<file path="src/rtl/core/c2s_pipe_reg.sv">
// Elastic pipeline register: holds one request, advances whenever downstream has room.
module c2s_pipe_reg #(
  parameter int unsigned WIDTH = 8
) (
  input  logic             clk_i,
  input  logic             rst_ni,
  input  logic             valid_i,
  output logic             ready_o,
  input  logic [WIDTH-1:0] data_i,
  output logic             valid_o,
  input  logic             ready_i,
  output logic [WIDTH-1:0] data_o
);

  logic             valid_q;
  logic [WIDTH-1:0] data_q;

  // a bubble here can always be filled, even while downstream stalls
  assign ready_o = ~valid_q | ready_i;

  always_ff @(posedge clk_i or negedge rst_ni) begin
    if (!rst_ni) begin
      valid_q <= 1'b0;
    end else if (ready_o) begin
      valid_q <= valid_i;
    end
  end

  always_ff @(posedge clk_i) begin
    if (ready_o && valid_i) begin
      data_q <= data_i;
    end
  end

  assign valid_o = valid_q;
  assign data_o  = data_q;

endmodule

</file>
<file path="src/rtl/core/c2s_sqrt_stage.sv">
// One digit of the restoring integer square root, registered.
module c2s_sqrt_stage #(
  parameter int unsigned CW     = 16,
  parameter int unsigned DIGIT  = 0,
  parameter int unsigned SIDE_W = 1
) (
  input  logic              clk_i,
  input  logic              rst_ni,
  input  logic              valid_i,
  output logic              ready_o,
  input  logic [2*CW-1:0]   rem_i,
  input  logic [CW-1:0]     root_i,
  input  logic [SIDE_W-1:0] side_i,
  output logic              valid_o,
  input  logic              ready_i,
  output logic [2*CW-1:0]   rem_o,
  output logic [CW-1:0]     root_o,
  output logic [SIDE_W-1:0] side_o
);

  localparam int unsigned TW     = 2 * CW + 1;
  localparam int unsigned DATA_W = 2 * CW + CW + SIDE_W;

  logic [TW-1:0]     rem_ext;
  logic [TW-1:0]     trial;
  logic [TW-1:0]     rem_sub;
  logic              take;
  logic [2*CW-1:0]   rem_d;
  logic [CW-1:0]     root_d;
  logic [DATA_W-1:0] data_out;

  // (root + 2^k)^2 - root^2 = root*2^(k+1) + 2^(2k)
  assign rem_ext = {1'b0, rem_i};
  assign trial   = ({{(CW + 1){1'b0}}, root_i} << (DIGIT + 1)) + (TW'(1) << (2 * DIGIT));
  assign take    = rem_ext >= trial;
  assign rem_sub = rem_ext - trial;
  assign rem_d   = take ? rem_sub[2*CW-1:0] : rem_i;
  assign root_d  = take ? (root_i | (CW'(1) << DIGIT)) : root_i;

  c2s_pipe_reg #(
    .WIDTH(DATA_W)
  ) u_reg (
    .clk_i  (clk_i),
    .rst_ni (rst_ni),
    .valid_i(valid_i),
    .ready_o(ready_o),
    .data_i ({rem_d, root_d, side_i}),
    .valid_o(valid_o),
    .ready_i(ready_i),
    .data_o (data_out)
  );

  assign {rem_o, root_o, side_o} = data_out;

endmodule

</file>
<file path="config.mk">
export PLATFORM = sky130hd
export DESIGN_NAME = c2s_sqrt_stage
export DESIGN_NICKNAME = d
export VERILOG_FILES = /design/src/rtl/core/c2s_pipe_reg.sv /design/src/rtl/core/c2s_sqrt_stage.sv
export SDC_FILE = /design/constraint.sdc
export NUM_CORES = 1
export LEC_CHECK = 0
export BUFFER_PORTS_ARGS = -buffer_cell sky130_fd_sc_hd__buf_2
export CAP_MARGIN = 40
export CORE_MARGIN = 3
export CORE_UTILIZATION = 45
export DETAILED_ROUTE_END_ITERATION = 8
export GPL_TIMING_DRIVEN = 0
export PLACE_DENSITY = 0.76
export SLEW_MARGIN = 20
export SYNTH_ARGS = -nofsm -noshare
export SYNTH_HDL_FRONTEND = slang
export SYNTH_SLANG_ARGS = --single-unit
</file>
<file path="constraint.sdc">
create_clock -name clk_i -period 5.8 [get_ports clk_i]
set_clock_uncertainty 0.1 [all_clocks]
set_input_delay 1.16 -clock clk_i [delete_from_list [all_inputs] [get_ports clk_i]]
set_output_delay 1.16 -clock clk_i [all_outputs]
set_load 0.01 [all_outputs]
</file>
==> summary.txt <==
Status
  – Outcome: finished, final reports clean

Final layout
  – Final layout net count: 473
  – Proportion of layout cells with a drive suffix above 1: 0.340
  – Ant. Diodes: 0
  – Area Growth Syn to Fin: 24.5%
  – Final cell count without fillers: 480
  – Final instance area: 3830 µm²

Drt
  – DRC: 0
  – Avg Vias per Cell: 5.50
  – Routed Antenna Nets: 0
  – 1st-pass router iterations: 4
  – Via count: 2639
  – Routed WL: 7330 µm
  – WL per Instance: 15.3 µm
  – Initial DRC Count: 142

Logic synthesis
  – Mean area per synthesized cell: 10.6 µm²
  – Top-area cell type share of the netlist area: 0.478
  – Area leader, netlist: edfxtp_1
  – Warnings from Yosys: 0
  – Synth Cell Area: 3080 µm²
  – Post-synthesis sequential area ratio: 0.486
  – Synth async-reset ratio: 0.0200
  – Synth Flop Type: edfxtp_1
  – Top cells by area, synth: edfxtp_1, ha_1, xor2_1, nand2_1, o21ai_0
  – Number of flops mapped to enable cells by yosys: 49
  – Syn Nets: 362
  – Seq cells post-synth: 50
  – Post-synthesis cell type count: 52
  – Mapped Cells: 291

Floorplanning
  – Core area: 6490 µm²
  – Row count: 29
  – Starting density of the core: 0.474
  – Die area: 7870 µm²
  – Die height: 88.7 µm
  – Die Wd: 88.7 µm
  – Num ports: 104

Critical path
  – CP top delay family: compound AO/OA/AOI/OAI gates
  – Crit-path max cell delay: 0.38 ns
  – Worst EP arrival: 3.40 ns
  – FF-to-FF setup slack: 4.09 ns
  – CP startpoint kind: input port
  – Slowest cell on the critical path: a211oi_1
  – Setup CP Type: input port to flop
  – RR Endpoint: u_reg.data_o[29]
  – Stages on the worst setup path: 11
  – CP endpoint kind: flop
  – CP max FO: 7
  – Worst path buffer plus inverter count: 3
  – CP Cell Sequence: buf_2, inv_1, ha_1, buf_2, a21o_1, a311oi_1, nor2_1, a211oi_1, nor2_1, nor4_2, mux2_2
  – Reg2reg start: u_reg.valid_o
  – CP Data Required Time: 5.76 ns
  – Worst R2R Path Depth: 3

Clocking
  – TritonCTS clock tree: built
  – Setup bufs post-CTS: 0
  – CTS Buf Count: 5
  – Clock-pin transition on the worst setup and hold timing paths: 0.10 ns
  – Root Buffer: clkbuf_8
  – Max clock buf depth: 2
  – Post_cts resized: 0
  – CTS H-tree lvls: 2
  – Sink Count: 50
  – Worst skew pair latency: 0.30 ns
  – Cts hold-fix bufs: 0

STA
  – Setup Viol. Count Final: 0
  – Fin crit share: 0.593
  – Max Clock Freq: 291 MHz
  – Final Max Tran Viols: 0
  – Final Hold Vio Count: 0
  – Fin crit period: 3.44 ns
  – Final TNS setup: 0 ns
  – Unrepaired setup endpoints after global routing: false
  – Slew headroom: 0.584
  – Worst-margin pin slew: 0.624 ns
  – Worst hold slack: 0.443 ns

Placement
  – Placed Area: 3720 µm²
  – Dpl cells: 472
  – Gp weighted congestion: 0.837
  – Port Buffers: 103
  – DP Wirelength: 5610 µm

Power
  – LEAKAGE: 1.63 nW
  – Clock power frac: 0.280
  – Max VDD drop: 105 µV
  – Final Power: 901 µW
  – Switching share of power: 0.278
  – Combinational fraction of design power: 0.232
  – Power density cells: 235 nW/µm²
  – Internal power: 651 µW
  – Sw Pwr: 251 µW
  – Sequential power share: 0.488

Min path
  – HP Start: u_reg.valid_o
  – Hold Path Depth: 2
  – Worst Hold Class: flop to flop
  – Min-Delay Endpoint: u_reg.valid_o

Global routing
  – Vias in the first global route: 2570
  – Initial antenna violation count: 0
  – Largest net degree at the start of global routing: 26
  – Global route overflow: 0
  – Total GRT Usage: 0.186
  – First-pass GRT wire length: 11500 µm

Flow run
  – MaxCap Viol Count: 0
metal layers:
layer | up-vias | part of all wire | track usage
met5 | - | 0 | 0
met4 | 0 | 0.028 | 0.0728
met3 | 19 | 0.069 | 0.0447
met2 | 101 | 0.49 | 0.313
met1 | 1218 | 0.41 | 0.231
li1 | 1301 | - | -
state kept, by name (all words and copies together), names as in the netlist:
name	count
u_reg.data_o	49
u_reg.valid_o	1
cells by family (layout without fill, tap and decap cells):
kind of cell,count (synthesis),in the layout,share of synthesized area
fa+ha+maj,18,18,0.0756
compound gates,69,69,0.139
xor+xnor,28,28,0.0797
mux,2,2,0.00732
buf+inv,32,144,0.0443
simple gates,92,92,0.168
flops,50,50,0.486
power groups by stage:
stage | Clock (mW) | Combinational, mW | Sequential, mW
global route | 0.274 | 0.233 | 0.442
CTS | 0.261 | 0.209 | 0.440
global placement | 0 | 0.199 | 0.449
detailed placement | 0 | 0.208 | 0.448
finish | 0.253 | 0.209 | 0.440
floorplan | 0 | 0.113 | 0.465
final cells by class:
cell class | count | area, µm²
plain buffers | 14 | 68.8
clock buffers | 5 | 68.8
clock inverters | 3 | 43.8
fillers | 552 | 2660
inverters | 18 | 67.6
multi-input cells | 209 | 1450
flip-flops and latches | 50 | 1500
well taps | 77 | 96.3
repair buffers | 104 | 543
placed cells by master, fill, tap and decap left out, types with 2 or more instances in the layout:
master,instances
buf_2,112
edfxtp_1,49
nand2_1,32
o21ai_0,23
xor2_1,20
inv_1,18
a21oi_1,18
ha_1,17
nor2_1,10
xnor2_1,8
nand3_1,7
nor3_1,7
a21o_1,6
nand4_1,5
nor4_1,5
clkbuf_8,5
a211oi_1,4
and4_1,3
o21bai_1,3
nor4_2,3
and2_1,2
clkbuf_1,2
nand3b_1,2
a31oi_1,2
or4_1,2
o211ai_1,2
o41ai_1,2
nor4b_2,2
mux2_2,2
nand2b_1,2
worst min-delay path, stage by stage (launching register included):
cell,delay (ns)
dfrtp_1,0.36
nand2b_1,0.09
nand2b_1,0.07
Yosys cell counts, types with 3 or more instances:
cell type / instances
a211oi_1: 4
a21o_1: 6
a21oi_1: 18
and2_1: 3
and4_1: 3
buf_2: 9
edfxtp_1: 49
ha_1: 17
inv_1: 18
nand2_1: 32
nand3_1: 7
nand4_1: 5
nor2_1: 10
nor3_1: 7
nor4_1: 5
nor4_2: 3
o21ai_0: 23
o21bai_1: 3
xnor2_1: 8
xor2_1: 20
through the flow:
stage / util / setup WS (ns)
after floorplan: - / 2.44
after global placement: 0.568 / 2.02
after detailed placement: 0.573 / 2.01
after CTS: 0.590 / 2.37
after global routing: 0.590 / 2.17
final: 0.590 / 2.36
worst max-delay path by stage:
stage / end / startpoint
finish: u_reg.data_o[48] / root_i[5]
global route: u_reg.data_o[48] / root_i[5]
CTS: u_reg.data_o[48] / root_i[5]
detailed placement: u_reg.data_o[48] / root_i[5]
global placement: u_reg.data_o[48] / rem_i[6]
floorplan: u_reg.data_o[48] / root_i[5]
Note: power is estimated with default switching activity, not from simulation.
