## config.mk

```make
export PLATFORM = sky130hd
export DESIGN_NAME = c2s_cordic_stage
export DESIGN_NICKNAME = d
export VERILOG_FILES = /design/src/rtl/core/c2s_pkg.sv /design/src/rtl/core/c2s_pipe_reg.sv /design/src/rtl/core/c2s_cordic_stage.sv
export SDC_FILE = /design/constraint.sdc
export NUM_CORES = 1
export LEC_CHECK = 0
export BUFFER_PORTS_ARGS = -buffer_cell sky130_fd_sc_hd__buf_2
export CAP_MARGIN = 20
export CORE_AREA = 4 4 147 149
export DETAILED_ROUTE_END_ITERATION = 10
export DIE_AREA = 0 0 151 153
export PLACE_DENSITY_LB_ADDON = 0.08
export SLEW_MARGIN = 0
export SYNTH_ARGS = -nofsm -noshare
export SYNTH_HDL_FRONTEND = slang
export SYNTH_HIERARCHICAL = 1
export SYNTH_SLANG_ARGS = --single-unit
```

## constraint.sdc

```tcl
create_clock -name clk_i -period 2.2 [get_ports clk_i]
set_clock_uncertainty 0.05 [all_clocks]
set_input_delay 0.22 -clock clk_i [delete_from_list [all_inputs] [get_ports clk_i]]
set_output_delay 0.22 -clock clk_i [all_outputs]
set_load 0.02 [all_outputs]
```

## src/rtl/core/c2s_pkg.sv

```systemverilog
// Shared constants and the arctangent table for the Cartesian-to-spherical pipeline.
package c2s_pkg;

  localparam int unsigned COORD_WIDTH_DEF  = 16;
  localparam int unsigned CORDIC_STEPS_DEF = 18;

  // coordinates are scaled up by this many bits before the CORDIC runs
  localparam int unsigned GUARD_BITS = 16;

  // binary angle: 2^32 per turn, signed, wide enough for +/-180 deg plus residue
  localparam int unsigned ANG_W = 33;
  localparam int unsigned MAG_W = ANG_W - 1;
  localparam int unsigned ATAN_W = 32;
  localparam int unsigned ATAN_DEPTH = 32;

  localparam logic signed [ANG_W-1:0] HALF_TURN     = {2'b01, 31'd0};
  localparam logic signed [ANG_W-1:0] NEG_HALF_TURN = {2'b11, 31'd0};

  // CORDIC gain in Q30; z is pre-scaled by it for the polar rotation
  localparam int unsigned GAIN_W = 32;
  localparam logic signed [GAIN_W-1:0] GAIN_Q30 = 32'sd1768195363;
  localparam int unsigned GAIN_SHIFT = 30 - GUARD_BITS;

  // binary angle to 1/128 degree: * 360*128, round, >> 32
  localparam int unsigned DEG_SCALE_W = 16;
  localparam logic [DEG_SCALE_W-1:0] DEG_SCALE = 16'd46080;
  localparam int unsigned PROD_W = MAG_W + DEG_SCALE_W;
  localparam logic [PROD_W-1:0] ROUND_HALF = PROD_W'(64'h8000_0000);
  localparam int unsigned ANGLE_Q_W = PROD_W - 32;
  localparam logic [ANGLE_Q_W-1:0] ANGLE_LIMIT = 16'd23040;

  // result fields
  localparam int unsigned RADIUS_W = 16;
  localparam int unsigned POLAR_W  = 15;
  localparam int unsigned AZIM_W   = 16;
  localparam logic [RADIUS_W-1:0] RADIUS_MAX = '1;
  localparam int unsigned OUT_FIELDS_W = RADIUS_W + POLAR_W + AZIM_W;
  localparam int unsigned OUT_TDATA_W  = ((OUT_FIELDS_W + 7) / 8) * 8;
  localparam int unsigned OUT_PAD_W    = OUT_TDATA_W - OUT_FIELDS_W;

  // atan(2^-i) in binary angle units
  localparam logic [ATAN_W-1:0] ATAN_TABLE [ATAN_DEPTH] = '{
    32'd536870912, 32'd316933406, 32'd167458907, 32'd85004756,
    32'd42667331,  32'd21354465,  32'd10679838,  32'd5340245,
    32'd2670163,   32'd1335087,   32'd667544,    32'd333772,
    32'd166886,    32'd83443,     32'd41722,     32'd20861,
    32'd10430,     32'd5215,      32'd2608,      32'd1304,
    32'd652,       32'd326,       32'd163,       32'd81,
    32'd41,        32'd20,        32'd10,        32'd5,
    32'd3,         32'd1,         32'd1,         32'd0
  };

endpackage

```

## src/rtl/core/c2s_pipe_reg.sv

```systemverilog
// Elastic pipeline register: holds one request, advances whenever downstream has room.
module c2s_pipe_reg #(
  parameter int unsigned WIDTH = 8
) (
  input  logic             clk_i,
  input  logic             rst_ni,
  input  logic             valid_i,
  output logic             ready_o,
  input  logic [WIDTH-1:0] data_i,
  output logic             valid_o,
  input  logic             ready_i,
  output logic [WIDTH-1:0] data_o
);

  logic             valid_q;
  logic [WIDTH-1:0] data_q;

  // a bubble here can always be filled, even while downstream stalls
  assign ready_o = ~valid_q | ready_i;

  always_ff @(posedge clk_i or negedge rst_ni) begin
    if (!rst_ni) begin
      valid_q <= 1'b0;
    end else if (ready_o) begin
      valid_q <= valid_i;
    end
  end

  always_ff @(posedge clk_i) begin
    if (ready_o && valid_i) begin
      data_q <= data_i;
    end
  end

  assign valid_o = valid_q;
  assign data_o  = data_q;

endmodule

```

## src/rtl/core/c2s_cordic_stage.sv

```systemverilog
// One CORDIC vectoring micro-rotation, registered.
module c2s_cordic_stage
  import c2s_pkg::*;
#(
  parameter int unsigned DW     = 35,
  parameter int unsigned STEP   = 0,
  parameter int unsigned SIDE_W = 1
) (
  input  logic                    clk_i,
  input  logic                    rst_ni,
  input  logic                    valid_i,
  output logic                    ready_o,
  input  logic signed [DW-1:0]    x_i,
  input  logic signed [DW-1:0]    y_i,
  input  logic signed [ANG_W-1:0] ang_i,
  input  logic [SIDE_W-1:0]       side_i,
  output logic                    valid_o,
  input  logic                    ready_i,
  output logic signed [DW-1:0]    x_o,
  output logic signed [DW-1:0]    y_o,
  output logic signed [ANG_W-1:0] ang_o,
  output logic [SIDE_W-1:0]       side_o
);

  localparam int unsigned DATA_W = 2 * DW + ANG_W + SIDE_W;

  logic signed [DW-1:0]    dx;
  logic signed [DW-1:0]    dy;
  logic signed [DW-1:0]    x_d;
  logic signed [DW-1:0]    y_d;
  logic signed [ANG_W-1:0] step_ang;
  logic signed [ANG_W-1:0] ang_d;
  logic [DATA_W-1:0]       data_out;

  // arithmetic shifts floor toward minus infinity
  assign dx       = y_i >>> STEP;
  assign dy       = x_i >>> STEP;
  assign step_ang = $signed({{(ANG_W - ATAN_W){1'b0}}, ATAN_TABLE[STEP]});

  // rotate toward y = 0
  always_comb begin
    if (!y_i[DW-1]) begin
      x_d   = x_i + dx;
      y_d   = y_i - dy;
      ang_d = ang_i + step_ang;
    end else begin
      x_d   = x_i - dx;
      y_d   = y_i + dy;
      ang_d = ang_i - step_ang;
    end
  end

  c2s_pipe_reg #(
    .WIDTH(DATA_W)
  ) u_reg (
    .clk_i  (clk_i),
    .rst_ni (rst_ni),
    .valid_i(valid_i),
    .ready_o(ready_o),
    .data_i ({x_d, y_d, ang_d, side_i}),
    .valid_o(valid_o),
    .ready_i(ready_i),
    .data_o (data_out)
  );

  assign {x_o, y_o, ang_o, side_o} = data_out;

endmodule

```

==> metrics.csv <==
stage;metric;value;unit
grt;globalRouteOverflowTotal;0;
run_status;violations;negative setup slack;
clock_tree;cts_buffers;9;
clock_tree;htree_levels;3;
worst_setup_path;cp-end-kind;flop;
synth;ys_seq_area_frac;0.326;
grt;grt_pass1_vias;10626;
drt;drt_wl_total;37.5;mm
synth;async_flop_share;0.00952;
power;power-per-cell-area;531;nW/um^2
grt;gr-usage-met2;0.523;
finish;fillCellCount;1417;
drt;dr.pass1.iters;5;
drt;drc_errors;0;
hold_path;hold_depth;3;
die;dieArea;23100;sq um
worst_setup_path;slowest_delay;420;ps
timing;fin_tns_setup;-7210;ps
grt;grtUsageMet1;0.406;
finish;fin_cells;1934;
drt;drt-vias-per-instance;5.50;
die;io_pins;214;
flow_run;cap_violations;0;
grt;grt_pass1_wl;56.4;mm
timing;rsz0062_at_grt;true;
finish;postLayoutCellArea;15900;sq um
die;die_width;151;um
worst_setup_path;r2r_cells;3;
worst_setup_path;crit_required;2270;ps
worst_setup_path;worstSetupPathType;in -> reg;
grt;top_usage_layer;met2;
drt;wl_per_cell;19.4;um
synth;synth-seq-cells;105;
timing;fmax;389;MHz
timing;min_period;2570;ps
clock_tree;root_buffer;clkbuf_16;
clock_tree;cts_buffer_depth;2;
clock_tree;cts.sinks;105;
synth;synth_cell_type_count;92;
die;initial_core_util;0.478;
die;die_h;153;um
power;power_leakage;7.20;nW
worst_setup_path;cpMaxStageDelayCell;fa_2;
power;peakVddDrop;393;uV
synth;syn_inst;1063;
finish;multi_input_area;6990;sq um
timing;relSlewSlack;0.667;
die;core;20200;sq um
grt;grt_max_degree;69;
synth;syn_avg_cell_area;9.07;sq um
synth;syn-num-nets;1279;
placement;place_area;13800;sq um
clock_tree;clock_latency;370;ps
synth;ys.flop_type;edfxtp_1;
worst_setup_path;crit_fanout;3;
run_status;status;finished, violations left;
synth;yosysWarnings;6;
finish;regArea;3150;sq um
placement;numPortBuffers;213;
worst_setup_path;r2r-start;u_reg/valid_o;
finish;area_growth_syn_to_layout;64.6;%
synth;syn-cell-area;9640;sq um
grt;grt.total_usage;0.309;
synth;synth_edf_count;104;
timing;hold_viol;0;
finish;fin_nets;1874;
timing;report.final.slew_viol_count;0;
grt;grt.met3_usage;0.0545;
placement;dp.cells;1830;
hold_path;hp-class;in -> reg;
placement;dp_hpwl;27.4;mm
timing;post-route-period-util;1.17;
worst_setup_path;cp.arrival;2640;ps
drt;ant_nets;0;
placement;routabilityCongestion;0.994;
worst_setup_path;startpoint_type;primary input;
power;power.total;8.43;mW
worst_setup_path;cp_cell_sequence;buf_8 > ha_4 > fa_2 > a221oi_4 > o211a_4 > buf_6 > a31oi_4 > o211ai_1 > buf_4 > a32oi_4 > o21ai_2 > a211oi_2 > xor2_1;
timing;setup_slack;-371;ps
timing;setup_viol;39;
die;rows;52;
worst_setup_path;ff2ff_setup_slack;660;ps
drt;drt_iter0_markers;875;
clock_tree;clk_pin_slew;90;ps
finish;drive_above_1_share;0.495;
timing;worst_pin_slew;494;ps
grt;grt_antenna_before_repair;1;
drt;num_vias;10640;
hold_path;worstHoldStart;ready_i;
hold_path;hold_end;u_reg/valid_o;
worst_setup_path;r2r-end;u_reg/data_o[36];
clock_tree;cts_tree;yes;
## critical path, delay by kind of cell
kind | cells | cell delay (ps)
buffers and inverters | 3 | 390
adders and majority gates | 2 | 580
xor gates and xnor gates | 1 | 150
AOI/OAI and AO/OA | 7 | 1300
## how the worst max path moves through the flow
| stage | to | startpoint | depth (start not counted) |
|---|---|---|---|
| floorplan | u_reg/data_o[99] | x_i[0] | 10 |
| global placement | u_reg/data_o[99] | x_i[9] | 12 |
| detailed placement | u_reg/data_o[60] | x_i[9] | 12 |
| CTS | u_reg/data_o[99] | y_i[9] | 11 |
| global route | u_reg/data_o[103] | y_i[0] | 13 |
| finish | u_reg/data_o[103] | y_i[0] | 13 |
## state kept, by name, summed over array words and instances (netlist names)
name	cells
u_reg/valid_o	1
u_reg/data_o	104
## where the power goes
group | leakage [nW] | switching (mW) | internal (mW) | total, mW
registers | 1.00 | 0.0550 | 2.49 | 2.55
logic | 6.05 | 2.20 | 1.93 | 4.14
clock network | 0.153 | 0.921 | 0.831 | 1.75
total | 7.20 | 3.18 | 5.25 | 8.43
## cell usage in the layout, fill, tap and decap left out, drive strengths merged, types with 3 or more instances in the layout
cell,instances
a211o,4
a211oi,14
a21o,29
a21oi,126
a221oi,11
a31o,4
a31oi,15
a41oi,3
and2,11
and3,5
buf,599
clkbuf,9
clkinv,6
dlygate4sd3,32
edfxtp,104
fa,4
ha,104
inv,111
mux2i,15
nand2,51
nand2b,14
nand3,19
nand4,9
nor2,78
nor2b,10
nor3,24
nor4,13
o211a,3
o211ai,12
o21a,5
o21ai,66
o21bai,26
o311ai,3
o31ai,12
or2,4
xnor2,60
xor2,9
## area by class of cell
type / instances / share of cell area
diodes: 1 / 0.000158
clock buffers: 9 / 0.0142
clock inverters: 7 / 0.00559
inverters: 110 / 0.0293
multi-input cells: 801 / 0.440
flip-flops and latches: 105 / 0.198
well taps: 270 / 0.0213
repair buffers: 631 / 0.291
## cells in the mapped netlist (all sizes together), types with 15 or more instances
library cell,number,area (sq um)
o21bai,26,195
inv,106,400
nand2,51,191
buf,34,199
o21ai,66,330
nor2,78,298
ha,104,1300
nand3,19,95.1
edfxtp,104,3120
mux2i,15,150
a31oi,15,106
a21o,29,218
nor3,24,135
xnor2,60,526
a21oi,126,649
## per-stage QoR
stage               hold slack (ps)   util  worst slack, ps
global placement              -54.9  0.682             -821
global route                   71.7  0.787             -476
floorplan                      -126      -             -404
CTS                            63.0  0.751             -339
detailed placement            -52.7  0.682             -884
finish                         64.1  0.787             -371
## layer usage
layer  vias to the layer above  routed length (um)
li1                       5026                   -
met5                         -                   0
met1                      5071               15300
met2                       475               18400
met4                         0                 944
met3                        68                2850
## timing repair
action | in CTS | in global routing
endpoints found under the hold margin | 32 | 0
resized for setup | 124 | 121
hold buffers | 32 | 0
endpoints found under the setup margin | 46 | 48
setup buffers | 33 | 31
pin swaps | 75 | 95
## logic make-up (layout without fill, tap and decap cells)
kind of cell,count (synthesis),count (layout),synth area share
AND/OR/NAND/NOR,251,251,0.132
multiplexers,16,16,0.0167
flip-flops,105,105,0.326
buffers and inverters,157,757,0.0688
adder cells (fa/ha/maj),108,108,0.143
AO/OA/AOI/OAI,357,357,0.250
other,0,1,0
XOR/XNOR,69,69,0.0627
Note: power is estimated with default switching activity, not from simulation.
