## src/rtl/core/c2s_pipe_reg.sv

```systemverilog
// Elastic pipeline register: holds one request, advances whenever downstream has room.
module c2s_pipe_reg #(
  parameter int unsigned WIDTH = 8
) (
  input  logic             clk_i,
  input  logic             rst_ni,
  input  logic             valid_i,
  output logic             ready_o,
  input  logic [WIDTH-1:0] data_i,
  output logic             valid_o,
  input  logic             ready_i,
  output logic [WIDTH-1:0] data_o
);

  logic             valid_q;
  logic [WIDTH-1:0] data_q;

  // a bubble here can always be filled, even while downstream stalls
  assign ready_o = ~valid_q | ready_i;

  always_ff @(posedge clk_i or negedge rst_ni) begin
    if (!rst_ni) begin
      valid_q <= 1'b0;
    end else if (ready_o) begin
      valid_q <= valid_i;
    end
  end

  always_ff @(posedge clk_i) begin
    if (ready_o && valid_i) begin
      data_q <= data_i;
    end
  end

  assign valid_o = valid_q;
  assign data_o  = data_q;

endmodule

```

## config.mk

```make
export PLATFORM = sky130hd
export DESIGN_NAME = c2s_pipe_reg
export DESIGN_NICKNAME = d
export VERILOG_FILES = /design/src/rtl/core/c2s_pipe_reg.sv
export SDC_FILE = /design/constraint.sdc
export NUM_CORES = 1
export LEC_CHECK = 0
export BUFFER_PORTS_ARGS = -buffer_cell sky130_fd_sc_hd__buf_2
export CAP_MARGIN = 10
export CORE_AREA = 2 2 39 41
export CTS_CLUSTER_SIZE = 10
export DETAILED_ROUTE_END_ITERATION = 8
export DIE_AREA = 0 0 41 43
export GPL_ROUTABILITY_DRIVEN = 0
export PLACE_DENSITY = 0.56
export SYNTH_ARGS = -nofsm -noshare
export SYNTH_HDL_FRONTEND = slang
export SYNTH_SLANG_ARGS = --single-unit
```

## constraint.sdc

```tcl
create_clock -name clk_i -period 3 [get_ports clk_i]
set_clock_uncertainty 0.15 [all_clocks]
set_input_delay 0.6 -clock clk_i [delete_from_list [all_inputs] [get_ports clk_i]]
set_output_delay 0.6 -clock clk_i [all_outputs]
set_load 0.01 [all_outputs]
```

==> results of run 1 <==
[repair_timing]
action                    in CTS  in global routing
hold buffers                   1                  0
hold endpoints to repair       1                  0
gates resized for setup        0                  0
[metal layers]
metal  vias up  track usage  wire length [µm]
met5         -            0                 0
met2        23       0.0969               199
li1         97            -                 -
met3         0       0.0838               103
met4         0       0.0400                 0
met1        81       0.0676               235
[cells in the mapped netlist]
cell type	instances	share of area
and2_4	1	0.030
nand2b_1	1	0.021
dfrtp_1	1	0.085
edfxtp_1	8	0.82
nand2b_4	1	0.047
[power breakdown]
part / total [mW] / switching (mW) / internal (mW) / leakage, nW
logic: 0.0254 / 0.0119 / 0.0135 / 0.102
clock network: 0.0891 / 0.0381 / 0.0510 / 0.0150
registers: 0.147 / 0.00221 / 0.145 / 0.0869
total: 0.262 / 0.0522 / 0.209 / 0.204
[how the worst max path moves through the flow]
| stage | end | slack (ns) | cells after the start |
|---|---|---|---|
| floorplan | ready_o | 1.51 | 1 |
| global placement | ready_o | 1.29 | 3 |
| detailed placement | ready_o | 1.29 | 3 |
| CTS | ready_o | 1.29 | 3 |
| global route | ready_o | 1.28 | 3 |
| finish | ready_o | 1.29 | 3 |
[layout make-up]
class                   instances  area, µm²
clock buffers                   4       26.3
fillers                       136        928
multi-input cells               3       28.8
flip-flops and latches          9        265
well taps                      16       20.0
repair buffers                 22        115
[worst register-to-register path, cell delays in order (launching register included)]
cell,delay (ns)
dfrtp_1,0.40
nand2b_4,0.08
and2_4,0.20
[state kept, by name (all words and copies together), names as in the netlist]
signal / count
valid_o: 1
data_o: 8
[stage by stage]
stage | std cells | hold slack, ns
finish | 54 | 0.368
global route | 54 | 0.352
global placement | 49 | 0.226
floorplan | 12 | 0.154
CTS | 54 | 0.359
detailed placement | 49 | 0.228
[cell families after synthesis]
| group | after synthesis | synth area share |
|---|---|---|
| simple gates | 3 | 0.0979 |
| flops | 9 | 0.902 |
[cells in the final DEF (no fill, tap or decap), drive strengths merged]
cell,synthesis,final
edfxtp,8,8
buf,0,21
dlygate4sd3,0,1
dfrtp,1,1
nand2b,2,2
clkbuf,0,4
and2,1,1
==> out/qor.yml, run 1 <==
min_path:
  holdPathEnd: "data_o[1]"
  hp-start: "data_i[1]"
  hold_depth: 1
  hp-class: "primary input to register"
place:
  place_ws_ns: 1.29
  portBuffers: 21
  placed_cell_area_um2: 419
clock_network:
  path_clk_slew_ns: 0.06
  postCtsSetupRepairBufs: 0
  cts_tree: "yes"
  cts_root_buffer: "clkbuf_4"
  cts_buffers: 3
  clockBufferDepth: 2
  insertion_delay_ns: 0.25
  clock_sinks: 9
  htree_levels: 1
die:
  dieArea_um2: 1760
  initial_core_util: 0.212
  die_w_um: 41
  ios: 22
  dieHeight_um: 43
  coreArea_um2: 1380
  std_cell_rows: 14
worst_setup_path:
  crit_path_cell_trace: "buf_2 > nand2b_4 > buf_2"
  rrSetupSlack_ns: 1.88
  crit_path_top_delay_cell: "nand2b_4"
  crit_path_end_kind: "primary output"
  crit_start: "ready_i"
  cp_max_fo: 3
  worstPathRequired_ns: 2.25
  reg2reg_to: "data_o[3]"
  crit_path_max_incr_delay_ns: 0.13
  critPathLaunchType: "primary input"
  critPathTopFamily: "buffers and inverters"
  cp.arrival_ns: 0.96
  worst-setup-path-type: "primary input to primary output"
  critPathBufInv: 2
  rr_startpoint: "valid_o"
  reg2reg_depth: 2
  crit_top_cell: "buf_2"
job:
  cap_violations: 0
power:
  power.density_nw_per_um2: 574
  fin_total_pwr_uw: 262
  p_leak_nw: 0.204
  vdd_drop_max_uv: 354
yosys:
  synth_area_um2: 294
  synth_cells: 12
  ys_warn_count: 0
  syn_nets: 24
  yosysUniqueCellTypes: 5
  ys_ff_latch: 9
  ys_seq_area_frac: 0.902
  syn_avg_cell_area_um2: 24.5
detailed_routing:
  via_per_inst: 3.72
  vias: 201
  postRouteAntennaNets: 0
  dr.pass1.iters: 4
  wire_per_inst_um: 9.98
  drtIter0Drc: 2
  drc: 0
  drt_wl_total_um: 539
sta:
  final-hold-violation-count: 0
  rsz0062_at_grt: "false"
  fin_ws_ns: 1.29
  tightest_slew_ns: 0.117
  fin_setup_tns_ns: 0
  fin_crit_sh: 0.570
  min_period_ns: 1.71
  setup_viol: 0
  max_slew_margin: 0.922
  fmax_mhz: 585
  finalMaxSlewViolations: 0
cells_and_area:
  final_util: 0.329
  finalInstanceArea_um2: 455
  drive_gt1_frac: 0.684
  diodes: 0
  nets: 51
  area_growth_pct: 54.9
grt:
  grt-ovfl-total: 0
  grt_start_max_net_pins: 9
  antenna_found_initial: 0
  grt_pass1_vias: 211
  grt_pass1_wl_um: 772
  gr-usage-all-layers: 0.0744
outcome:
  status: "finished, final reports clean"
Note: power is estimated with default switching activity, not from simulation.
==> run 2, diff against run 1 <==
--- a/config.mk
+++ b/config.mk
@@ -12,7 +12,7 @@
 export DETAILED_ROUTE_END_ITERATION = 8
 export DIE_AREA = 0 0 41 43
 export GPL_ROUTABILITY_DRIVEN = 0
-export PLACE_DENSITY = 0.56
+export PLACE_DENSITY = 0.58
 export SYNTH_ARGS = -nofsm -noshare
 export SYNTH_HDL_FRONTEND = slang
 export SYNTH_SLANG_ARGS = --single-unit
==> constraint.sdc (replaced) <==
create_clock -name clk_i -period 1.55 [get_ports clk_i]
set_clock_uncertainty 0.15 [all_clocks]
set_input_delay 0.31 -clock clk_i [delete_from_list [all_inputs] [get_ports clk_i]]
set_output_delay 0.31 -clock clk_i [all_outputs]
set_load 0.01 [all_outputs]
==> run 2 against run 1 <==
Register-to-register slack worse by 1.5 ns. Clock power grew 93%. Largest cell class unchanged. Wire length fell by 2.0%. Combinational power rose by 94%. Flip-flop and latch count is the same. Highest routed layer unchanged.
==> out/qor.yml, run 2 (synthesis gave the netlist of run 1 again) <==
outcome:
  status: "finished, final reports clean"  # unchanged
die:
  die_w_um: 41  # unchanged
  coreArea_um2: 1380  # unchanged
  ios: 22  # unchanged
  dieHeight_um: 43  # unchanged
  initial_core_util: 0.212  # unchanged
  std_cell_rows: 14  # unchanged
  dieArea_um2: 1760  # unchanged
grt:
  grt_start_max_net_pins: 9  # unchanged
  grt-ovfl-total: 0  # unchanged
  gr-usage-all-layers: 0.0672  # was 0.0744
  antenna_found_initial: 0  # unchanged
  grt_pass1_vias: 214  # was 211
  grt_pass1_wl_um: 786  # was 772 µm
sta:
  holdWs_ns: 0.0847  # was 0.368 ns
  fmax_mhz: 758
  min_period_ns: 1.32
  tightest_slew_ns: 0.113  # was 0.117 ns
  finalMaxSlewViolations: 0  # unchanged
  max_slew_margin: 0.924  # was 0.922
  final-hold-violation-count: 0  # unchanged
  setup_viol: 0  # unchanged
  rsz0062_at_grt: "false"  # unchanged
  fin_setup_tns_ns: 0  # unchanged
  fin_crit_sh: 0.851
worst_setup_path:
  crit_path_end_kind: "primary output"  # unchanged
  worst-setup-path-type: "register to primary output"  # was primary input to primary output
  worstPathRequired_ns: 1.09  # was 2.25 ns
  crit_path_cell_trace: "nand2b_4 > buf_2"  # was buf_2 > nand2b_4 > buf_2
  critPathLaunchType: "register"  # was primary input
  cp_max_fo: 3  # unchanged
  rrSetupSlack_ns: 0.43  # was 1.88 ns
  cp.arrival_ns: 0.86  # was 0.96 ns
  crit_path_top_delay_cell: "dfrtp_1"  # was nand2b_4
  crit_path_max_incr_delay_ns: 0.40  # was 0.13 ns
clock_network:
  ctsResizeCount: 0  # unchanged
  clockBufferDepth: 2  # unchanged
  cts_buffers: 3  # unchanged
  cts_tree: "yes"  # unchanged
  clock_sinks: 9  # unchanged
  postCtsSetupRepairBufs: 0  # unchanged
  holdBufCountCts: 1  # unchanged
  cts_root_buffer: "clkbuf_4"  # unchanged
  insertion_delay_ns: 0.25  # about the same
  path_clk_slew_ns: 0.06  # about the same
  htree_levels: 1  # unchanged
place:
  portBuffers: 21  # unchanged
  place_inst: 49  # unchanged
cells_and_area:
  fin_cells: 54  # unchanged
  diodes: 0  # unchanged
  layout_common_cells: "buf_2, edfxtp_1, clkbuf_4"  # unchanged
  area_growth_pct: 54.9  # unchanged
  nets: 51  # unchanged
  largest_reg_flops: 8  # unchanged
  final_common_cell: "buf_2"  # unchanged
  drive_gt1_frac: 0.684  # unchanged
detailed_routing:
  drt_wl_total_um: 528  # was 539 µm
  drc: 0  # unchanged
  postRouteAntennaNets: 0  # unchanged
  drtIter0Drc: 1  # was 2
  via_per_inst: 3.70  # was 3.72
  dr.pass1.iters: 2  # was 4
  wire_per_inst_um: 9.78  # was 9.98 µm
  vias: 200  # was 201
power:
  clkPwrFrac: 0.340  # about the same
  p_sw_uw: 100  # was 52.2 µW
  p_leak_nw: 0.204  # unchanged
  power.density_nw_per_um2: 1110  # was 574 nW/µm²
  seq_power_share: 0.563  # was 0.562
  power_frac_comb: 0.097  # about the same
  p_sw_frac: 0.198  # was 0.200
  fin_total_pwr_uw: 506  # was 262 µW
  intPower_uw: 405  # was 209 µW
  vdd_drop_max_uv: 429  # was 354 µV
min_path:
  hp-class: "primary input to register"  # unchanged
job:
  cap_violations: 0  # unchanged
-- run 2: cell counts in the layout (fill, tap and decap cells not counted) --
Identical to the previous run, type by type.
-- run 2: cell type report --
type                    instances  area, µm²
flip-flops and latches          9        265
repair buffers                 22        115
multi-input cells               3       28.8
clock buffers                   4       26.3
fillers                       151        928
well taps                      16       20.0
-- run 2: final timing paths --
check	startpoint	endpoint	cells past startpoint
min in group asynchronous	rst_ni	valid_o	2
max in group asynchronous	rst_ni	valid_o	2
min reg2reg	valid_o	valid_o	2
max reg2reg	valid_o	data_o[3]	2
min	data_i[2]	data_o[2]	1
max	valid_o	ready_o	2
-- run 2: power by group through the flow --
stage / clock [mW] / sequential (mW) / combinational (mW)
final: 0.172 / 0.285 / 0.0493
after global routing: 0.187 / 0.286 / 0.0563
after floorplan: 0 / 0.297 / 0.0118
after detailed placement: 0 / 0.290 / 0.0485
after CTS: 0.180 / 0.285 / 0.0506
after global placement: 0 / 0.290 / 0.0480
-- run 2: worst max-delay path, delay by kind of cell, from the launching register on --
| family | cells | cell delay (ns) |
|---|---|---|
| DFF | 1 | 0.40 |
| buffers and inverters | 1 | 0.13 |
| and+or+nand+nor | 1 | 0.08 |
-- run 2: per-stage QoR --
| step | instance area, µm² | util | setup WS (ns) |
|---|---|---|---|
| after floorplan | 294 | - | 0.391 |
| after global placement | 419 | 0.303 | 0.404 |
| after detailed placement | 419 | 0.303 | 0.392 |
| after CTS | 455 | 0.329 | 0.217 |
| after global routing | 455 | 0.329 | 0.201 |
| final | 455 | 0.329 | 0.231 |
-- run 2: layer usage --
metal	part of all wire	GRT usage	vias up
met5	0	0	-
met4	0	0.0400	0
met1	0.37	0.0774	84
met2	0.43	0.100	19
li1	-	-	97
met3	0.19	0.0262	0
==> run 3, diff against run 2 <==
--- a/config.mk
+++ b/config.mk
@@ -7,12 +7,13 @@
 export LEC_CHECK = 0
 export BUFFER_PORTS_ARGS = -buffer_cell sky130_fd_sc_hd__buf_2
 export CAP_MARGIN = 10
-export CORE_AREA = 2 2 39 41
+export CELL_PAD_IN_SITES_DETAIL_PLACEMENT = 1
+export CELL_PAD_IN_SITES_GLOBAL_PLACEMENT = 2
+export CORE_MARGIN = 1.5
+export CORE_UTILIZATION = 19
 export CTS_CLUSTER_SIZE = 10
 export DETAILED_ROUTE_END_ITERATION = 8
-export DIE_AREA = 0 0 41 43
-export GPL_ROUTABILITY_DRIVEN = 0
-export PLACE_DENSITY = 0.58
+export PLACE_DENSITY = 0.72
 export SYNTH_ARGS = -nofsm -noshare
 export SYNTH_HDL_FRONTEND = slang
 export SYNTH_SLANG_ARGS = --single-unit
==> run 3 against run 2 <==
Clock power hardly changed. Largest power group unchanged. Highest routed layer unchanged. Setup slack worse by 0.020 ns. Cell count stayed put. Wire length is 11% higher. Critical path depth stayed put. Register-to-register slack worse by 0.02 ns. Design area stayed put. Via count is 1.0% higher. Global-route usage is 1.1 points higher. Clock-buffer cell count stayed put.
==> out/qor.yml, run 3 (synthesis gave the netlist of run 1 again) <==
outcome:
  status: "finished, final reports clean"  # unchanged
detailed_routing:
  drtIter0Drc: 1  # unchanged
  postRouteAntennaNets: 0  # unchanged
  vias: 202  # was 200
  wire_per_inst_um: 10.9  # was 9.78 µm
  drc: 0  # unchanged
  dr.pass1.iters: 3  # was 2
  via_per_inst: 3.74  # was 3.70
  drt_wl_total_um: 588  # was 528 µm
clock_network:
  htree_levels: 1  # unchanged
  cts_buffers: 3  # unchanged
  insertion_delay_ns: 0.25  # about the same
  cts_tree: "yes"  # unchanged
  path_clk_slew_ns: 0.06  # about the same
  cts_root_buffer: "clkbuf_4"  # unchanged
  clockBufferDepth: 2  # unchanged
  clock_sinks: 9  # unchanged
worst_setup_path:
  crit_path_max_incr_delay_ns: 0.41  # was 0.40 ns
  crit_path_cell_trace: "nand2b_4 > buf_2"  # unchanged
  cp.arrival_ns: 0.88  # was 0.86 ns
  crit_path_end_kind: "primary output"  # unchanged
  worstPathRequired_ns: 1.09  # about the same
  critPathTopFamily: "flip-flops"  # unchanged
  critPathLaunchType: "register"  # unchanged
  cp_num_cells: 2  # unchanged
  worst-setup-path-type: "register to primary output"  # unchanged
  crit_path_top_delay_cell: "dfrtp_1"  # unchanged
  reg2reg_to: "data_o[1]"  # was data_o[3]
  rr_startpoint: "valid_o"  # unchanged
  cp_max_fo: 3  # unchanged
  rrSetupSlack_ns: 0.41  # was 0.43 ns
  reg2reg_depth: 2  # unchanged
  critPathBufInv: 1  # unchanged
grt:
  grt_pass1_wl_um: 903  # was 786 µm
  grt-ovfl-total: 0  # unchanged
  grt_pass1_vias: 216  # was 214
  antenna_found_initial: 0  # unchanged
  grt_start_max_net_pins: 9  # unchanged
  gr-usage-all-layers: 0.0784  # was 0.0672
min_path:
  hp-class: "primary input to register"  # unchanged
  hold_depth: 1  # unchanged
  hp-start: "data_i[3]"  # was data_i[2]
  holdPathEnd: "data_o[3]"  # was data_o[2]
sta:
  setup_viol: 0  # unchanged
  tightest_slew_ns: 0.146  # was 0.113 ns
  rsz0062_at_grt: "false"  # unchanged
  final-hold-violation-count: 0  # unchanged
  fmax_mhz: 747  # was 758 MHz
  min_period_ns: 1.34  # was 1.32 ns
  fin_setup_tns_ns: 0  # unchanged
  max_slew_margin: 0.903  # was 0.924
  finalMaxSlewViolations: 0  # unchanged
  fin_crit_sh: 0.864  # was 0.851
power:
  power.density_nw_per_um2: 1110  # about the same
  p_sw_frac: 0.201  # was 0.198
  p_sw_uw: 102  # was 100 µW
  clkPwrFrac: 0.340  # about the same
  seq_power_share: 0.563  # about the same
  fin_total_pwr_uw: 507  # was 506 µW
  intPower_uw: 405  # about the same
  p_leak_nw: 0.204  # unchanged
  power_frac_comb: 0.097  # about the same
  vdd_drop_max_uv: 363  # was 429 µV
die:
  ios: 22  # unchanged
  dieHeight_um: 42.3  # was 43 µm
  coreArea_um2: 1470  # was 1380 µm²
  dieArea_um2: 1790  # was 1760 µm²
  std_cell_rows: 14  # unchanged
  die_w_um: 42.3  # was 41 µm
  initial_core_util: 0.200  # was 0.212
cells_and_area:
  nets: 51  # unchanged
  nFillCells: 184  # was 151
  diodes: 0  # unchanged
  largest_reg_flops: 8  # unchanged
  final_common_cell: "buf_2"  # unchanged
  final_util: 0.310  # was 0.329
  fin_cells: 54  # unchanged
  area_growth_pct: 54.9  # unchanged
  layout_common_cells: "buf_2, edfxtp_1, clkbuf_4"  # unchanged
  drive_gt1_frac: 0.684  # unchanged
job:
  cap_violations: 0  # unchanged
place:
  place.gp.congestion: 0.690
  place_inst: 49  # unchanged
  portBuffers: 21  # unchanged
run 3: layer usage:
metal,part of all wire,wire length [µm],vias to the layer above,GRT usage
li1,-,-,98,-
met1,0.53,314,82,0.113
met2,0.28,163,22,0.0615
met3,0.19,110,0,0.0733
met4,0,0,0,0.0563
met5,0,0,-,0
run 3: cell type report:
cell class                      instances  area [µm²]  share of cell area
Timing Repair Buffer                   22         115               0.253
Tap cell                               16        20.0              0.0440
Clock buffer                            4        26.3              0.0577
Sequential cell                         9         265               0.582
Multi-Input combinational cell          3        28.8              0.0632
run 3: metrics by stage:
| step | worst slack [ns] | hold slack [ns] | instance area, µm² |
|---|---|---|---|
| finish | 0.211 | 0.0794 | 455 |
| global route | 0.157 | 0.0639 | 455 |
| CTS | 0.187 | 0.0665 | 455 |
| detailed placement | 0.402 | -0.0633 | 419 |
| global placement | 0.409 | -0.0636 | 419 |
| floorplan | 0.391 | -0.136 | 294 |
run 3: worst max path at each step:
stage	slack, ns	end	from
floorplan	0.39	data_o[0]	valid_o
global placement	0.41	data_o[0]	ready_i
detailed placement	0.40	data_o[0]	ready_i
CTS	0.19	ready_o	valid_o
global route	0.16	ready_o	valid_o
finish	0.21	ready_o	valid_o
run 3: repair_timing:
item / CTS / global route
endpoints found under the setup margin: 0 / 0
endpoints found under the hold margin: 1 / 0
buffers inserted: 0 / 0
resized for setup: 0 / 0
hold buffers: 1 / 0
run 3: power groups by stage:
stage	sequential [mW]	combinational, mW	clock [mW]
4_1_cts	0.286	0.0506	0.185
3_3_place_gp	0.291	0.0483	0
5_1_grt	0.287	0.0544	0.194
6_report	0.285	0.0494	0.172
2_1_floorplan	0.297	0.0118	0
3_5_place_dp	0.291	0.0485	0
